$ cat src/rtl/core/assert_macros.svh
// Assertion macros for the top-level RTL file of the download controller.
`ifndef ASSERT_MACROS_SVH
`define ASSERT_MACROS_SVH
`ifndef SYNTHESIS
// The condition must hold at every clock edge out of reset.
`define DFU_ASSERT_ALWAYS(lbl, clk, rst_n, cond) \
    lbl: assert property (@(posedge clk) disable iff (!rst_n) (cond)) \
        else $error("assertion failed");
// The consequent must hold in the cycle after the antecedent.
`define DFU_ASSERT_NEXT(lbl, clk, rst_n, ante, cons) \
    lbl: assert property (@(posedge clk) disable iff (!rst_n) (ante) |=> (cons)) \
        else $error("assertion failed");
`else
`define DFU_ASSERT_ALWAYS(lbl, clk, rst_n, cond)
`define DFU_ASSERT_NEXT(lbl, clk, rst_n, ante, cons)
`endif
`endif

$ cat src/rtl/core/dfu_pkg.sv
// Package with codes, constants and control structs of the download controller.
`default_nettype none
package dfu_pkg;

    // Request codes.
    localparam logic [3:0] ACT_SET_INFO = 4'd0;
    localparam logic [3:0] ACT_ABORT    = 4'd1;
    localparam logic [3:0] ACT_CHECK    = 4'd2;
    localparam logic [3:0] ACT_UPDATE   = 4'd3;
    localparam logic [3:0] ACT_SYNC     = 4'd4;
    localparam logic [3:0] ACT_GET_STAT = 4'd5;
    localparam logic [3:0] ACT_GET_ST   = 4'd6;
    localparam logic [3:0] ACT_CHUNK    = 4'd7;

    // Protocol states.
    localparam logic [2:0] ST_DETACHED = 3'd0;
    localparam logic [2:0] ST_IDLE     = 3'd1;
    localparam logic [2:0] ST_DN_IDLE  = 3'd2;
    localparam logic [2:0] ST_DN_BUSY  = 3'd3;
    localparam logic [2:0] ST_DN_SYNC  = 3'd4;
    localparam logic [2:0] ST_UPD_BUSY = 3'd6;

    // Status codes.
    localparam logic [3:0] S_OK      = 4'd0;
    localparam logic [3:0] S_STATE   = 4'd1;
    localparam logic [3:0] S_TARGET  = 4'd3;
    localparam logic [3:0] S_FILE    = 4'd4;
    localparam logic [3:0] S_WRITE   = 4'd5;
    localparam logic [3:0] S_VERIFY  = 4'd6;
    localparam logic [3:0] S_INVAL   = 4'd8;
    localparam logic [3:0] S_UNKNOWN = 4'd10;

    // Stream and file commands.
    localparam logic [1:0] CMD_NONE  = 2'd0;
    localparam logic [1:0] CMD_OPEN  = 2'd1;
    localparam logic [1:0] CMD_CLOSE = 2'd2;

    localparam logic [15:0] INFO_LEN         = 16'd64;
    localparam logic [2:0]  STATUS_REPLY_LEN = 3'd6;
    localparam logic [2:0]  STATE_REPLY_LEN  = 3'd1;
    localparam int          DEF_MAX_CHUNK    = 4096;
    localparam int          CNT_W            = 33;

    // Commands from the controller to the datapath.
    typedef struct packed {
        logic capture;
        logic exec;
        logic mod_step;
        logic fin;
        logic load;
    } t_dp_cmd;

    // Status from the datapath to the controller.
    typedef struct packed {
        logic need_chk;
    } t_dp_sts;

endpackage
`default_nettype wire

$ cat src/rtl/core/dfu_if.sv
// Item channel interfaces for requests and results.
`default_nettype none
interface dfu_in_if;
    logic        valid;
    logic        ready;
    logic [3:0]  action;
    logic [15:0] payload_length;
    logic [31:0] image_len;
    logic [31:0] sync_block_len;
    logic [63:0] free_bytes;
    logic        file_open_ok;
    logic        pipe_open_ok;
    logic        digest_match;
    logic [12:0] chunk_length;
    logic        write_ok;

    modport source (output valid, action, payload_length, image_len, sync_block_len,
                    free_bytes, file_open_ok, pipe_open_ok, digest_match, chunk_length,
                    write_ok, input ready);
    modport sink (input valid, action, payload_length, image_len, sync_block_len,
                  free_bytes, file_open_ok, pipe_open_ok, digest_match, chunk_length,
                  write_ok, output ready);
endinterface

interface dfu_out_if;
    logic        valid;
    logic        ready;
    logic        reply_valid;
    logic [2:0]  reply_length;
    logic [3:0]  reply_status;
    logic [2:0]  reply_state;
    logic [31:0] reply_written_bytes;
    logic [2:0]  state_now;
    logic [3:0]  status_now;
    logic [1:0]  stream_cmd;
    logic [1:0]  file_cmd;
    logic        discard_image;

    modport source (output valid, reply_valid, reply_length, reply_status, reply_state,
                    reply_written_bytes, state_now, status_now, stream_cmd, file_cmd,
                    discard_image, input ready);
    modport sink (input valid, reply_valid, reply_length, reply_status, reply_state,
                  reply_written_bytes, state_now, status_now, stream_cmd, file_cmd,
                  discard_image, output ready);
endinterface
`default_nettype wire

$ cat src/rtl/core/dfu_ctrl.sv
// Controller state machine that sequences one item through the datapath.
`default_nettype none
module dfu_ctrl (
    input  wire             i_clk,
    input  wire             i_rst_n,
    input  wire             i_in_valid,
    output logic            o_in_ready,
    output logic            o_out_valid,
    input  wire             i_out_ready,
    input  dfu_pkg::t_dp_sts i_sts,
    output dfu_pkg::t_dp_cmd o_cmd
);
    localparam logic [2:0] C_IDLE = 3'd0;
    localparam logic [2:0] C_EXEC = 3'd1;
    localparam logic [2:0] C_MOD  = 3'd2;
    localparam logic [2:0] C_FIN  = 3'd3;
    localparam logic [2:0] C_DONE = 3'd4;
    localparam int STEP_W = $clog2(dfu_pkg::CNT_W);
    localparam logic [STEP_W-1:0] LAST_STEP = STEP_W'(dfu_pkg::CNT_W - 1);

    logic [2:0]        r_fsm, n_fsm;
    logic [STEP_W-1:0] r_step, n_step;
    logic              r_out_valid, n_out_valid;
    logic              load_ok;

    assign o_in_ready  = (r_fsm == C_IDLE);
    assign o_out_valid = r_out_valid;
    assign load_ok     = !r_out_valid || i_out_ready;

    // Next state and commands.
    always_comb begin
        n_fsm       = r_fsm;
        n_step      = r_step;
        n_out_valid = r_out_valid && !i_out_ready;
        o_cmd       = '0;
        unique case (r_fsm)
            C_IDLE: begin
                if (i_in_valid) begin
                    o_cmd.capture = 1'b1;
                    n_fsm         = C_EXEC;
                end
            end
            C_EXEC: begin
                o_cmd.exec = 1'b1;
                n_step     = '0;
                n_fsm      = i_sts.need_chk ? C_MOD : C_DONE;
            end
            C_MOD: begin
                o_cmd.mod_step = 1'b1;
                n_step         = r_step + 1'b1;
                if (r_step == LAST_STEP) begin
                    n_fsm = C_FIN;
                end
            end
            C_FIN: begin
                o_cmd.fin = 1'b1;
                n_fsm     = C_DONE;
            end
            C_DONE: begin
                if (load_ok) begin
                    o_cmd.load  = 1'b1;
                    n_out_valid = 1'b1;
                    n_fsm       = C_IDLE;
                end
            end
            default: begin
                n_fsm = C_IDLE;
            end
        endcase
    end

    // Control registers.
    always_ff @(posedge i_clk) begin
        if (!i_rst_n) begin
            r_fsm       <= C_IDLE;
            r_step      <= '0;
            r_out_valid <= 1'b0;
        end else begin
            r_fsm       <= n_fsm;
            r_step      <= n_step;
            r_out_valid <= n_out_valid;
        end
    end
endmodule
`default_nettype wire

$ cat src/rtl/core/dfu_dp.sv
// Datapath: protocol state, request decoding, byte count and sync-block modulo.
`default_nettype none
module dfu_dp #(
    parameter int MAX_CHUNK = dfu_pkg::DEF_MAX_CHUNK
) (
    input  wire              i_clk,
    input  wire              i_rst_n,
    input  dfu_pkg::t_dp_cmd i_cmd,
    output dfu_pkg::t_dp_sts o_sts,
    dfu_in_if.sink           i_in,
    dfu_out_if.source        o_out
);
    localparam int MC_W  = $clog2(MAX_CHUNK + 1);
    localparam int CL_W  = (MC_W > 13) ? MC_W : 13;
    localparam int CNT_W = dfu_pkg::CNT_W;
    localparam logic [CL_W-1:0] MAX_CL = CL_W'(MAX_CHUNK);

    // Captured request.
    logic [3:0]  r_act;
    logic [15:0] r_plen;
    logic [31:0] r_isize, r_sbs;
    logic [63:0] r_free;
    logic        r_file_ok, r_pipe_ok, r_dig_ok, r_wr_ok;
    logic [12:0] r_clen;

    // Protocol state.
    logic [2:0]       r_state, n_state;
    logic [3:0]       r_status, n_status;
    logic [31:0]      r_exp, n_exp;
    logic [31:0]      r_blk, n_blk;
    logic [CNT_W-1:0] r_cnt, n_cnt;
    logic             r_open, n_open;

    // Per-item result fields.
    logic        r_rv, n_rv;
    logic [2:0]  r_rlen, n_rlen;
    logic [3:0]  r_rstat, n_rstat;
    logic [2:0]  r_rst, n_rst;
    logic [31:0] r_rwr, n_rwr;
    logic [1:0]  r_stream, n_stream, r_file, n_file;
    logic        r_disc, n_disc;

    // Modulo unit.
    logic [CNT_W-1:0] r_rem, r_quo, n_quo;
    logic [CNT_W-1:0] trial;
    logic             need_chk;

    logic [CL_W-1:0]  clen_ext, clen_cl;
    logic [CNT_W:0]   sum;
    logic [2:0]       st_len;

    assign clen_ext = CL_W'(r_clen);
    assign clen_cl  = (clen_ext > MAX_CL) ? MAX_CL : clen_ext;
    assign sum      = {1'b0, r_cnt} + (CNT_W + 1)'(clen_cl);
    assign st_len   = (r_plen < 16'(dfu_pkg::STATUS_REPLY_LEN))
                      ? r_plen[2:0] : dfu_pkg::STATUS_REPLY_LEN;
    assign o_sts.need_chk = need_chk;
    assign i_in.ready = 1'b0;

    // Request decoding and state update.
    always_comb begin
        n_state  = r_state;
        n_status = r_status;
        n_exp    = r_exp;
        n_blk    = r_blk;
        n_cnt    = r_cnt;
        n_open   = r_open;
        n_rv     = 1'b0;
        n_rlen   = '0;
        n_rstat  = dfu_pkg::S_OK;
        n_rst    = '0;
        n_rwr    = '0;
        n_stream = dfu_pkg::CMD_NONE;
        n_file   = dfu_pkg::CMD_NONE;
        n_disc   = 1'b0;
        need_chk = 1'b0;
        case (r_act)
            dfu_pkg::ACT_SET_INFO: begin
                if (r_plen != dfu_pkg::INFO_LEN) begin
                    n_status = dfu_pkg::S_INVAL;
                end else if (r_state != dfu_pkg::ST_IDLE) begin
                    n_status = dfu_pkg::S_STATE;
                end else if ({32'd0, r_isize} >= r_free) begin
                    n_status = dfu_pkg::S_TARGET;
                end else begin
                    n_file = dfu_pkg::CMD_OPEN;
                    n_open = r_file_ok;
                    if (!r_file_ok) begin
                        n_status = dfu_pkg::S_FILE;
                    end else begin
                        n_exp    = r_isize;
                        n_blk    = r_sbs;
                        n_cnt    = '0;
                        n_stream = dfu_pkg::CMD_OPEN;
                        if (!r_pipe_ok) begin
                            n_status = dfu_pkg::S_UNKNOWN;
                        end else begin
                            n_state  = dfu_pkg::ST_DN_IDLE;
                            n_status = dfu_pkg::S_OK;
                        end
                    end
                end
            end
            dfu_pkg::ACT_ABORT: begin
                if (r_state != dfu_pkg::ST_UPD_BUSY) begin
                    n_state = dfu_pkg::ST_IDLE;
                end
                n_stream = dfu_pkg::CMD_CLOSE;
                n_disc   = 1'b1;
                n_status = dfu_pkg::S_OK;
            end
            dfu_pkg::ACT_CHECK: begin
                if (r_state != dfu_pkg::ST_DN_IDLE) begin
                    n_status = dfu_pkg::S_STATE;
                end else begin
                    if (!r_dig_ok) begin
                        n_status = dfu_pkg::S_VERIFY;
                    end
                    if (r_open) begin
                        n_file = dfu_pkg::CMD_CLOSE;
                        n_open = 1'b0;
                    end
                    if (n_status == dfu_pkg::S_OK) begin
                        n_state = dfu_pkg::ST_IDLE;
                    end
                end
            end
            dfu_pkg::ACT_UPDATE: begin
                n_state = dfu_pkg::ST_UPD_BUSY;
            end
            dfu_pkg::ACT_SYNC: begin
                n_rv    = 1'b1;
                n_rlen  = st_len;
                n_rstat = r_status;
                n_rst   = r_state;
                n_rwr   = r_cnt[31:0];
                if (r_state != dfu_pkg::ST_DN_SYNC) begin
                    n_rstat = dfu_pkg::S_STATE;
                end else if (r_status == dfu_pkg::S_OK) begin
                    n_state = dfu_pkg::ST_DN_IDLE;
                    if (r_cnt >= CNT_W'(r_exp)) begin
                        if (r_open) begin
                            n_file = dfu_pkg::CMD_CLOSE;
                            n_open = 1'b0;
                        end
                        n_stream = dfu_pkg::CMD_CLOSE;
                    end
                end
            end
            dfu_pkg::ACT_GET_STAT: begin
                n_rv    = 1'b1;
                n_rlen  = st_len;
                n_rstat = r_status;
                n_rst   = r_state;
            end
            dfu_pkg::ACT_GET_ST: begin
                n_rv   = 1'b1;
                n_rlen = (r_plen < 16'(dfu_pkg::STATE_REPLY_LEN))
                         ? r_plen[2:0] : dfu_pkg::STATE_REPLY_LEN;
                n_rst  = r_state;
            end
            dfu_pkg::ACT_CHUNK: begin
                if (r_state != dfu_pkg::ST_DN_IDLE && r_state != dfu_pkg::ST_DN_BUSY) begin
                    n_status = dfu_pkg::S_STATE;
                end else begin
                    n_state = dfu_pkg::ST_DN_BUSY;
                    if (!r_open) begin
                        n_status = dfu_pkg::S_FILE;
                    end else if (r_clen != 13'd0) begin
                        if (!r_wr_ok) begin
                            n_state  = dfu_pkg::ST_DN_SYNC;
                            n_status = dfu_pkg::S_WRITE;
                        end else begin
                            // Saturate the count, then check the sync point.
                            n_cnt    = sum[CNT_W] ? '1 : sum[CNT_W-1:0];
                            need_chk = 1'b1;
                        end
                    end
                end
            end
            default: begin
            end
        endcase
    end

    // One restoring modulo step: shift in a dividend bit, subtract if it fits.
    assign trial = {r_rem[CNT_W-2:0], r_quo[CNT_W-1]};
    assign n_quo = {r_quo[CNT_W-2:0], 1'b0};

    // Captured request, result fields and modulo registers.
    always_ff @(posedge i_clk) begin
        if (i_cmd.capture) begin
            r_act     <= i_in.action;
            r_plen    <= i_in.payload_length;
            r_isize   <= i_in.image_len;
            r_sbs     <= i_in.sync_block_len;
            r_free    <= i_in.free_bytes;
            r_file_ok <= i_in.file_open_ok;
            r_pipe_ok <= i_in.pipe_open_ok;
            r_dig_ok  <= i_in.digest_match;
            r_clen    <= i_in.chunk_length;
            r_wr_ok   <= i_in.write_ok;
        end
        if (i_cmd.exec) begin
            r_rv     <= n_rv;
            r_rlen   <= n_rlen;
            r_rstat  <= n_rstat;
            r_rst    <= n_rst;
            r_rwr    <= n_rwr;
            r_stream <= n_stream;
            r_file   <= n_file;
            r_disc   <= n_disc;
            r_rem    <= '0;
            r_quo    <= n_cnt;
        end else if (i_cmd.mod_step) begin
            r_rem <= (trial >= CNT_W'(r_blk)) ? trial - CNT_W'(r_blk) : trial;
            r_quo <= n_quo;
        end
    end

    // Protocol state registers.
    always_ff @(posedge i_clk) begin
        if (!i_rst_n) begin
            r_state  <= dfu_pkg::ST_DETACHED;
            r_status <= dfu_pkg::S_OK;
            r_exp    <= '0;
            r_blk    <= '0;
            r_cnt    <= '0;
            r_open   <= 1'b0;
        end else if (i_cmd.exec) begin
            r_state  <= n_state;
            r_status <= n_status;
            r_exp    <= n_exp;
            r_blk    <= n_blk;
            r_cnt    <= n_cnt;
            r_open   <= n_open;
        end else if (i_cmd.fin) begin
            if ((r_blk != 32'd0 && r_cnt != '0 && r_rem == '0) ||
                r_cnt >= CNT_W'(r_exp)) begin
                r_state <= dfu_pkg::ST_DN_SYNC;
            end
        end
    end

    // Output register, loaded when the item is finished.
    always_ff @(posedge i_clk) begin
        if (i_cmd.load) begin
            o_out.reply_valid         <= r_rv;
            o_out.reply_length        <= r_rlen;
            o_out.reply_status        <= r_rstat;
            o_out.reply_state         <= r_rst;
            o_out.reply_written_bytes <= r_rwr;
            o_out.state_now           <= r_state;
            o_out.status_now          <= r_status;
            o_out.stream_cmd          <= r_stream;
            o_out.file_cmd            <= r_file;
            o_out.discard_image       <= r_disc;
        end
    end
endmodule
`default_nettype wire

$ cat src/rtl/core/dfu_download_controller.sv
// Each item passes IDLE (capture), EXEC and DONE (load); a stored data chunk adds MOD and FIN.
// A stored chunk runs a 33-step bit-serial modulo of the byte count by the sync block size.
// One item at a time: the next one is taken from the cycle after the result is loaded,
// and DONE waits to load while the output register holds a result not yet taken.
// A finished result waits in the output register while the next item is accepted.
// Reset (synchronous, active low) sets state DETACHED, status OK, counts and sizes to zero.
`default_nettype none
`include "assert_macros.svh"
module dfu_download_controller #(
    parameter int MAX_CHUNK = dfu_pkg::DEF_MAX_CHUNK
) (
    input  wire       i_clk,
    input  wire       i_rst_n,
    dfu_in_if.sink    i_in,
    dfu_out_if.source o_out
);
    dfu_pkg::t_dp_cmd cmd;
    dfu_pkg::t_dp_sts sts;
    logic             in_ready;
    logic             out_valid;

    // Sequencer.
    dfu_ctrl u_ctrl (
        .i_clk       (i_clk),
        .i_rst_n     (i_rst_n),
        .i_in_valid  (i_in.valid),
        .o_in_ready  (in_ready),
        .o_out_valid (out_valid),
        .i_out_ready (o_out.ready),
        .i_sts       (sts),
        .o_cmd       (cmd)
    );

    // Datapath; its ready output is held low, so the sequencer alone decides ready.
    dfu_in_if dp_in ();
    assign dp_in.valid           = i_in.valid;
    assign dp_in.action          = i_in.action;
    assign dp_in.payload_length  = i_in.payload_length;
    assign dp_in.image_len       = i_in.image_len;
    assign dp_in.sync_block_len  = i_in.sync_block_len;
    assign dp_in.free_bytes      = i_in.free_bytes;
    assign dp_in.file_open_ok    = i_in.file_open_ok;
    assign dp_in.pipe_open_ok    = i_in.pipe_open_ok;
    assign dp_in.digest_match    = i_in.digest_match;
    assign dp_in.chunk_length    = i_in.chunk_length;
    assign dp_in.write_ok        = i_in.write_ok;

    dfu_dp #(.MAX_CHUNK(MAX_CHUNK)) u_dp (
        .i_clk   (i_clk),
        .i_rst_n (i_rst_n),
        .i_cmd   (cmd),
        .o_sts   (sts),
        .i_in    (dp_in),
        .o_out   (o_out)
    );

    assign i_in.ready  = in_ready && !dp_in.ready;
    assign o_out.valid = out_valid;

    // Checks.
    `DFU_ASSERT_NEXT(a_one_item, i_clk, i_rst_n, i_in.valid && i_in.ready, !i_in.ready)
    `DFU_ASSERT_ALWAYS(a_state_code, i_clk, i_rst_n,
        !o_out.valid || (o_out.state_now != 3'd5 && o_out.state_now != 3'd7))
    `DFU_ASSERT_ALWAYS(a_no_reply, i_clk, i_rst_n,
        !o_out.valid || o_out.reply_valid || (o_out.reply_length == 3'd0))
    `DFU_ASSERT_ALWAYS(a_cmd_code, i_clk, i_rst_n,
        !o_out.valid || (o_out.stream_cmd != 2'd3 && o_out.file_cmd != 2'd3))
endmodule
`default_nettype wire

$ cat src/flat_wrapper.sv
// flat-port wrapper written by rule: the top's interface ports become plain ports
module dfu_download_controller_flat 
#(
    parameter int MAX_CHUNK = dfu_pkg::DEF_MAX_CHUNK
)
  (i_clk, i_rst_n, i_in_valid, i_in_action, i_in_payload_length, i_in_image_len, i_in_sync_block_len, i_in_free_bytes, i_in_file_open_ok, i_in_pipe_open_ok, i_in_digest_match, i_in_chunk_length, i_in_write_ok, i_in_ready, o_out_valid, o_out_reply_valid, o_out_reply_length, o_out_reply_status, o_out_reply_state, o_out_reply_written_bytes, o_out_state_now, o_out_status_now, o_out_stream_cmd, o_out_file_cmd, o_out_discard_image, o_out_ready);
  dfu_in_if i_in_i ();
  dfu_out_if o_out_i ();
  input  wire i_clk;
  input  wire i_rst_n;
  input wire logic [$bits(i_in_i.valid)-1:0] i_in_valid;
  input wire logic [$bits(i_in_i.action)-1:0] i_in_action;
  input wire logic [$bits(i_in_i.payload_length)-1:0] i_in_payload_length;
  input wire logic [$bits(i_in_i.image_len)-1:0] i_in_image_len;
  input wire logic [$bits(i_in_i.sync_block_len)-1:0] i_in_sync_block_len;
  input wire logic [$bits(i_in_i.free_bytes)-1:0] i_in_free_bytes;
  input wire logic [$bits(i_in_i.file_open_ok)-1:0] i_in_file_open_ok;
  input wire logic [$bits(i_in_i.pipe_open_ok)-1:0] i_in_pipe_open_ok;
  input wire logic [$bits(i_in_i.digest_match)-1:0] i_in_digest_match;
  input wire logic [$bits(i_in_i.chunk_length)-1:0] i_in_chunk_length;
  input wire logic [$bits(i_in_i.write_ok)-1:0] i_in_write_ok;
  output wire logic [$bits(i_in_i.ready)-1:0] i_in_ready;
  output wire logic [$bits(o_out_i.valid)-1:0] o_out_valid;
  output wire logic [$bits(o_out_i.reply_valid)-1:0] o_out_reply_valid;
  output wire logic [$bits(o_out_i.reply_length)-1:0] o_out_reply_length;
  output wire logic [$bits(o_out_i.reply_status)-1:0] o_out_reply_status;
  output wire logic [$bits(o_out_i.reply_state)-1:0] o_out_reply_state;
  output wire logic [$bits(o_out_i.reply_written_bytes)-1:0] o_out_reply_written_bytes;
  output wire logic [$bits(o_out_i.state_now)-1:0] o_out_state_now;
  output wire logic [$bits(o_out_i.status_now)-1:0] o_out_status_now;
  output wire logic [$bits(o_out_i.stream_cmd)-1:0] o_out_stream_cmd;
  output wire logic [$bits(o_out_i.file_cmd)-1:0] o_out_file_cmd;
  output wire logic [$bits(o_out_i.discard_image)-1:0] o_out_discard_image;
  input wire logic [$bits(o_out_i.ready)-1:0] o_out_ready;
  assign i_in_i.valid = i_in_valid;
  assign i_in_i.action = i_in_action;
  assign i_in_i.payload_length = i_in_payload_length;
  assign i_in_i.image_len = i_in_image_len;
  assign i_in_i.sync_block_len = i_in_sync_block_len;
  assign i_in_i.free_bytes = i_in_free_bytes;
  assign i_in_i.file_open_ok = i_in_file_open_ok;
  assign i_in_i.pipe_open_ok = i_in_pipe_open_ok;
  assign i_in_i.digest_match = i_in_digest_match;
  assign i_in_i.chunk_length = i_in_chunk_length;
  assign i_in_i.write_ok = i_in_write_ok;
  assign i_in_ready = i_in_i.ready;
  assign o_out_valid = o_out_i.valid;
  assign o_out_reply_valid = o_out_i.reply_valid;
  assign o_out_reply_length = o_out_i.reply_length;
  assign o_out_reply_status = o_out_i.reply_status;
  assign o_out_reply_state = o_out_i.reply_state;
  assign o_out_reply_written_bytes = o_out_i.reply_written_bytes;
  assign o_out_state_now = o_out_i.state_now;
  assign o_out_status_now = o_out_i.status_now;
  assign o_out_stream_cmd = o_out_i.stream_cmd;
  assign o_out_file_cmd = o_out_i.file_cmd;
  assign o_out_discard_image = o_out_i.discard_image;
  assign o_out_i.ready = o_out_ready;
  dfu_download_controller #(.MAX_CHUNK(MAX_CHUNK)) u_core (.i_clk(i_clk), .i_rst_n(i_rst_n), .i_in(i_in_i), .o_out(o_out_i));
endmodule
$ cat config.mk
export PLATFORM = sky130hd
export DESIGN_NAME = dfu_download_controller_flat
export DESIGN_NICKNAME = d
export VERILOG_FILES = /design/src/rtl/core/dfu_pkg.sv /design/src/rtl/core/dfu_if.sv /design/src/rtl/core/dfu_ctrl.sv /design/src/rtl/core/dfu_dp.sv /design/src/rtl/core/dfu_download_controller.sv /design/src/flat_wrapper.sv
export VERILOG_INCLUDE_DIRS = /design/src /design/src/rtl/core
export SDC_FILE = /design/constraint.sdc
export NUM_CORES = 1
export LEC_CHECK = 0
export ABC_AREA = 1
export BUFFER_PORTS_ARGS = -buffer_cell sky130_fd_sc_hd__buf_2
export CORE_ASPECT_RATIO = 0.75
export CORE_MARGIN = 10
export CORE_UTILIZATION = 50
export CTS_BUF_LIST = sky130_fd_sc_hd__clkbuf_4
export DETAILED_ROUTE_END_ITERATION = 8
export GPL_TIMING_DRIVEN = 1
export MAX_ROUTING_LAYER = met4
export PLACE_DENSITY_LB_ADDON = 0.1
export SLEW_MARGIN = 0
export SYNTH_ARGS = -nofsm -noshare
export SYNTH_HDL_FRONTEND = slang
export SYNTH_SLANG_ARGS = --single-unit
$ cat constraint.sdc
create_clock -name i_clk -period 20.3 [get_ports i_clk]
set_input_delay 1.015 -clock i_clk [delete_from_list [all_inputs] [get_ports i_clk]]
set_output_delay 1.015 -clock i_clk [all_outputs]
set_load 0.1 [all_outputs]
## Word level (Yosys, flattened, before mapping)

Index checks and enable logic that the tools add are counted.

| word-level totals | value |
|---|---|
| bits in registers | 449 |
| bits of input ports | 169 |
| word-level logic and storage cells | 220 |
| output and inout port bits | 57 |

| cells by class | value |
|---|---|
| reductions and logical operators | 29 |
| mux-type cells | 98 |
| bitwise operators | 3 |
| equal/unequal tests | 42 |
| add/sub/neg operators | 3 |
| order comparisons | 6 |

Operator list:

| operator | count |
|---|---|
| two-way mux 33 bit | 12 |
| two-way mux 3 bit | 23 |
| greater-or-equal comparator 33 x 32 -> 1 bit | 2 |
| one-hot mux 33 bit (2 select lines) | 1 |
| greater-or-equal comparator 32 x 64 -> 1 bit | 1 |
| two-way mux 4 bit | 14 |
| inequality test 3 bit (second input constant) | 13 |
| adder 33 x 13 -> 34 bit | 1 |
| zero test 33 bit | 1 |
| nonzero test 33 bit | 1 |
| subtractor 33 x 32 -> 33 bit | 1 |
| nonzero test 32 bit | 1 |
| two-way mux 1 bit | 30 |
| inequality test 2 bit (second input constant) | 10 |
| one-hot mux 3 bit (6 select lines) | 1 |
| == test 4 x 3 -> 1 bit (second input constant) | 4 |
| < comparator 16 x 1 -> 1 bit (second input constant) | 1 |
| < comparator 16 x 3 -> 1 bit (second input constant) | 1 |
| two-way mux 2 bit | 8 |
| inequality test 16 x 7 -> 1 bit (second input constant) | 1 |
| one-hot mux 4 bit (4 select lines) | 1 |
| one-hot mux 3 bit (5 select lines) | 1 |
| AND reduction 14 bit | 1 |
| > comparator 13 bit (second input constant) | 1 |
| other kinds (33) | 50 |

## Longest topological paths before layout

| depth | value |
|---|---|
| depth in word-level cells | 10 |
| mapped depth | 25 |

## Worst setup path after synthesis

OpenSTA, ideal clock, no wires.

| timing path | value |
|---|---|
| path type | input to register |
| from | in i_in_valid |
| to | reg u_core.u_dp.r_clen[0], in the netlist u_core.u_dp.clen_ext[0] (enable) |
| slack | 11.770 ns |
| buffers on the path | 0 |
| stages | 2 |
| arrival time | 7.839 ns |
| cell sequence | inv_1 nor2_1 |

RTL lines:

| element | RTL line | text |
|---|---|---|
| start, declared | flat_wrapper.sv:11 | `input wire logic [$bits(i_in_i.valid)-1:0] i_in_valid;` |
| end signal, assigned | dfu_dp.sv:201 | `r_clen <= i_in.chunk_length;` |
| end, declared | dfu_dp.sv:24 | `logic [12:0] r_clen;` |

## Final worst setup path

| timing path | value |
|---|---|
| from | reg u_core.u_dp.r_isize[23] |
| to | reg u_core.u_dp.r_quo[17] (data pin) |

| on the way | value |
|---|---|
| longest elaborated chain between the ends | 6 |

RTL lines:

| element | RTL line | text |
|---|---|---|
| start, declared | dfu_dp.sv:21 | `logic [31:0] r_isize, r_sbs;` |
| start signal, assigned | dfu_dp.sv:195 | `r_isize <= i_in.image_len;` |
| greater-or-equal comparator 32 x 64 -> 1 bit | dfu_dp.sv:83 | `end else if ({32'd0, r_isize} >= r_free) begin` |
| two-way mux 33 bit | dfu_dp.sv:83 |  |
| two-way mux 33 bit | dfu_dp.sv:81 | `end else if (r_state != dfu_pkg::ST_IDLE) begin` |
| two-way mux 33 bit | dfu_dp.sv:79 | `if (r_plen != dfu_pkg::INFO_LEN) begin` |
| one-hot mux 33 bit (2 select lines) | dfu_dp.sv:77 | `case (r_act)` |
| two-way mux 33 bit | dfu_dp.sv:204 | `if (i_cmd.exec) begin` |
| end signal, assigned | dfu_dp.sv:214 | `r_quo <= n_cnt;` |
| end signal, assigned | dfu_dp.sv:217 | `r_quo <= n_quo;` |
| end, declared | dfu_dp.sv:44 | `logic [CNT_W-1:0] r_rem, r_quo, n_quo;` |

Every way passes these cells.
A chain may end at the register's enable or synchronous reset.

==> Flow_metrics.wiki <==
{| class="wikitable"
! Metric !! Value
|-
| HPWL after detailed placement || approximately 46 mm
|-
| Crit-path max FO || 34
|-
| GRT Resource Usage Total || 0.2381
|-
| Number of levels the H-tree was split into || 3
|-
| Critical path endpoint category || register
|-
| Antenna violations before repair || 2
|-
| Final instance count without filler cells || 3,350
|-
| Site Rows || 66
|-
| CP arrival || 4.50 ns
|-
| Clock latency reported for the late side of the worst-skew pair || 0.90 ns
|-
| First DRT Iteration DRCs || 1,610
|-
| Fillers || a little under 4,000
|-
| Leakage component of the power || 0.01095 uW
|-
| Combinational power share || 0.082
|-
| Hold buffer count at cts || 0
|-
| Number of primary I/O pins || between 200 and 250
|-
| Net Sw Frac || 0.2540
|-
| Number of synthesized flops with an enable pin || 301
|-
| Clock tree from TritonCTS || yes
|-
| Std-Cell Core Area || 43,350 sq um
|-
| P&R area growth vs syn || 14.50%
|-
| Transition time of the tightest slew-check pin || 1.106 ns
|-
| Synthesized cell area || 21,920 sq um
|-
| Initial core utilization || 0.5056
|-
| Placed insts || ~3,100
|-
| Deepest clock path buffer count || 3
|-
| Power per unit of standard cell area || 80.84 nW/um^2
|-
| Share of cells above drive strength 1 || 0.1817
|-
| Post-layout instance area || between 20,000 and 30,000 sq um
|-
| WP data required || 20.92 ns
|-
| Most used flip-flop cell after synthesis || sky130_fd_sc_hd__edfxtp_1
|-
| HP Class || in2reg
|-
| Cell at the root of the clock tree || sky130_fd_sc_hd__clkbuf_4
|-
| Share of total power in the clock network || 0.399
|-
| Proportion of synthesized chip area in sequential cells || 0.5475
|-
| Die outline width || 261.8 microns
|-
| Cell Int Power || roughly 1500 uW
|-
| Path type of the worst setup path || reg2reg
|-
| Yosys warning count || 0
|-
| Largest net degree at the start of global routing || 85
|-
| CTS buffer count || 110
|-
| Proportion of synthesized flip-flops having asynchronous set or reset || 0
|-
| Number of failing hold endpoints at the final stage || 0
|-
| Number of buffer cells added on primary ports || 225
|-
| Switch Pwr || slightly above 500 uW
|-
| Relative slew slack || 0.2599
|-
| Number of antenna-violating nets in the routed design || 0
|-
| Skew final || approximately 0.082 ns
|-
| Max rail drop VDD || 0.06374 mV
|-
| Sinks on Clock Net || around 450
|-
| Clock-pin slew reported for the worst setup and hold paths after clock tree synthesis || 0.07 ns
|-
| Post-synthesis sequential element count || 449
|-
| Status || complete, no violations
|-
| Average via count per standard cell || between 5 and 6
|-
| Portion of total power attributed to sequential cells || 0.519
|-
| Remaining routing DRC violations || 0
|-
| Post-CTS Repair Setup Buffers || 0
|-
| Distinct cell type count of the synthesized netlist || 58
|-
| Startpoint kind of the worst setup timing path || register
|-
| Top area cells in the synthesized netlist || sky130_fd_sc_hd__edfxtp_1 (41%), sky130_fd_sc_hd__dfxtp_1 (14%), sky130_fd_sc_hd__nand2_1 (8.2%), sky130_fd_sc_hd__ha_1 (6.3%), sky130_fd_sc_hd__inv_1 (4.7%)
|-
| Post-Syn Instances || 2,394
|-
| Number of nets produced by synthesis || 2,676
|-
| First-pass GRT wire length || 96.05 mm
|-
| Sum of overflow across all layers after global routing || 0
|-
| Via total after detailed routing || 17,880
|-
| Setup repair after global routing missed its margin || false
|-
| Overall die area || 52,700 sq um
|-
| Minimum clock period || 3.874 ns
|-
| Portion of synthesized cell area occupied by the leading cell type || 0.4123
|-
| Cell type contributing the most total cell area after synthesis || sky130_fd_sc_hd__edfxtp_1
|-
| RD Place Congestion || 0.9614
|-
| Post-DP Area || 23,540 sq um
|-
| Average wire length per cell after detail routing || around 19 microns
|-
| Highest achievable clock rate || around 260 MHz
|-
| PostCTS Resize Cnt || 0
|-
| Max-cap violation count || 0
|-
| Total wire length after detailed routing || 62.00 mm
|-
| Final setup fails || 0
|-
| Final period utilization || 0.1908
|-
| Average instance area after synthesis || 9.157 sq um
|-
| Summed negative setup slack over all endpoints || 0 ns
|-
| Vias in the first global route || 17,240
|-
| Final net count || 2,954
|-
| Y dimension of the die || approximately 200 microns
|-
| Drt first pass iters || 6
|-
| Max-slew violation total from the final report || 0
|}
[final cells by class]
cell class                 instances  area [sq um]  share of cell area
sequential                       449         12000              0.4781
clock buffer                     174          1306             0.05204
clock inverter                    35         249.0            0.009920
multi-input combinational       1576          8476              0.3377
tap                              578         723.2             0.02881
antenna                            3         7.507           0.0002991
inverter                         298          1121             0.04466
timing repair buffer             237          1216             0.04845
[cells in the final DEF (no fill, tap or decap), drive strengths merged, types with 95 or more instances in the layout]
cell type  count
edfxtp       301
a21oi        165
nor2         247
ha           111
buf          237
nand3         95
o21ai        183
dfxtp        148
clkbuf       174
nand2        492
inv          298
[cell usage after synthesis, types with 23 or more instances]
master	count
sky130_fd_sc_hd__ha_1	111
sky130_fd_sc_hd__o21ai_0	143
sky130_fd_sc_hd__nand4_1	46
sky130_fd_sc_hd__nor2_1	237
sky130_fd_sc_hd__edfxtp_1	301
sky130_fd_sc_hd__nand2_1	481
sky130_fd_sc_hd__nor3_1	88
sky130_fd_sc_hd__nand3_1	90
sky130_fd_sc_hd__nor4_1	33
sky130_fd_sc_hd__a21oi_1	155
sky130_fd_sc_hd__clkbuf_1	28
sky130_fd_sc_hd__buf_2	23
sky130_fd_sc_hd__dfxtp_1	148
sky130_fd_sc_hd__o21ai_1	33
sky130_fd_sc_hd__inv_1	276
[logic make-up after synthesis]
group | share of synthesized area
DFF | 0.5475
AOI/OAI and AO/OA | 0.1004
and+or+nand+nor | 0.2041
xor gates and xnor gates | 0.01558
buffers and inverters | 0.06729
adders and majority gates | 0.06518
[path summary, 6_finish.rpt]
check / startpoint / end / cells after the start / slack (ns)
worst max-delay path: u_core.u_dp.r_isize[23] / u_core.u_dp.r_quo[17] / 14 / 16.43
worst min-delay path: i_in_payload_length[7] / u_core.u_dp.r_plen[7] / 1 / 0.28
worst max register to register: u_core.u_dp.r_isize[23] / u_core.u_dp.r_quo[17] / 14 / 16.43
worst min register to register: u_core.u_dp.r_rwr[9] / u_core.u_dp.o_out.reply_written_bytes[9] / 0 / 0.39
[stage by stage]
| step | hold WS [ns] | util | worst slack [ns] | power [uW] |
|---|---|---|---|---|
| 2_1_floorplan | 0.4003 | - | 11.77 | 1186 |
| 3_3_place_gp | 0.4005 | 0.5429 | 16.39 | 1234 |
| 3_5_place_dp | 0.4045 | 0.5429 | 16.28 | 1238 |
| 4_1_cts | 0.2042 | 0.5788 | 16.46 | 2055 |
| 5_1_grt | 0.2089 | 0.5790 | 16.08 | 2122 |
| 6_report | 0.2846 | 0.5790 | 16.43 | 2029 |
[state kept, by name, indices dropped and copies added, names as in the netlist, 6 cells and up]
| signal | flops |
|---|---|
| u_core.u_dp.r_free | 64 |
| u_core.u_dp.r_cnt | 33 |
| u_core.u_dp.r_quo | 33 |
| u_core.u_dp.r_rem | 33 |
| u_core.u_dp.o_out.reply_written_bytes | 32 |
| u_core.u_dp.r_blk | 32 |
| u_core.u_dp.r_exp | 32 |
| u_core.u_dp.r_isize | 32 |
| u_core.u_dp.r_rwr | 32 |
| u_core.u_dp.r_sbs | 32 |
| u_core.u_dp.r_plen | 16 |
| u_core.u_dp.clen_ext | 13 |
| u_core.u_ctrl.r_step | 6 |
[critical path: stages, from the launching register on]
cell and delay (ns):
sky130_fd_sc_hd__edfxtp_1 0.41, sky130_fd_sc_hd__ha_1 0.33, sky130_fd_sc_hd__a21o_1 0.19, sky130_fd_sc_hd__nor2_1 0.10
sky130_fd_sc_hd__nand2_1 0.07, sky130_fd_sc_hd__nand2_1 0.06, sky130_fd_sc_hd__nand2_1 0.06, sky130_fd_sc_hd__nor2_1 0.09
sky130_fd_sc_hd__nand2_1 0.07, sky130_fd_sc_hd__nand2_2 0.20, sky130_fd_sc_hd__nand3_2 0.65, sky130_fd_sc_hd__nand2_2 0.69
sky130_fd_sc_hd__inv_1 0.28, sky130_fd_sc_hd__o21ai_0 0.33, sky130_fd_sc_hd__nand2_1 0.10
[power by group through the flow]
stage,Sequential [uW],Clock (uW),Combinational (uW)
after floorplan,1110,0,80.3
after global placement,1070,0,164
after detailed placement,1070,0,166
after CTS,1050,836,167
after global routing,1060,884,182
final,1050,810,166
[routing by layer]
layer  share of wire  wire [microns]  GRT usage
met2            0.38           23510     0.2957
met1            0.51           31590     0.3634
met4           0.014             881    0.06141
met5               0               0          -
met3           0.097            6017    0.07028
(Power assumes the default switching activity.)
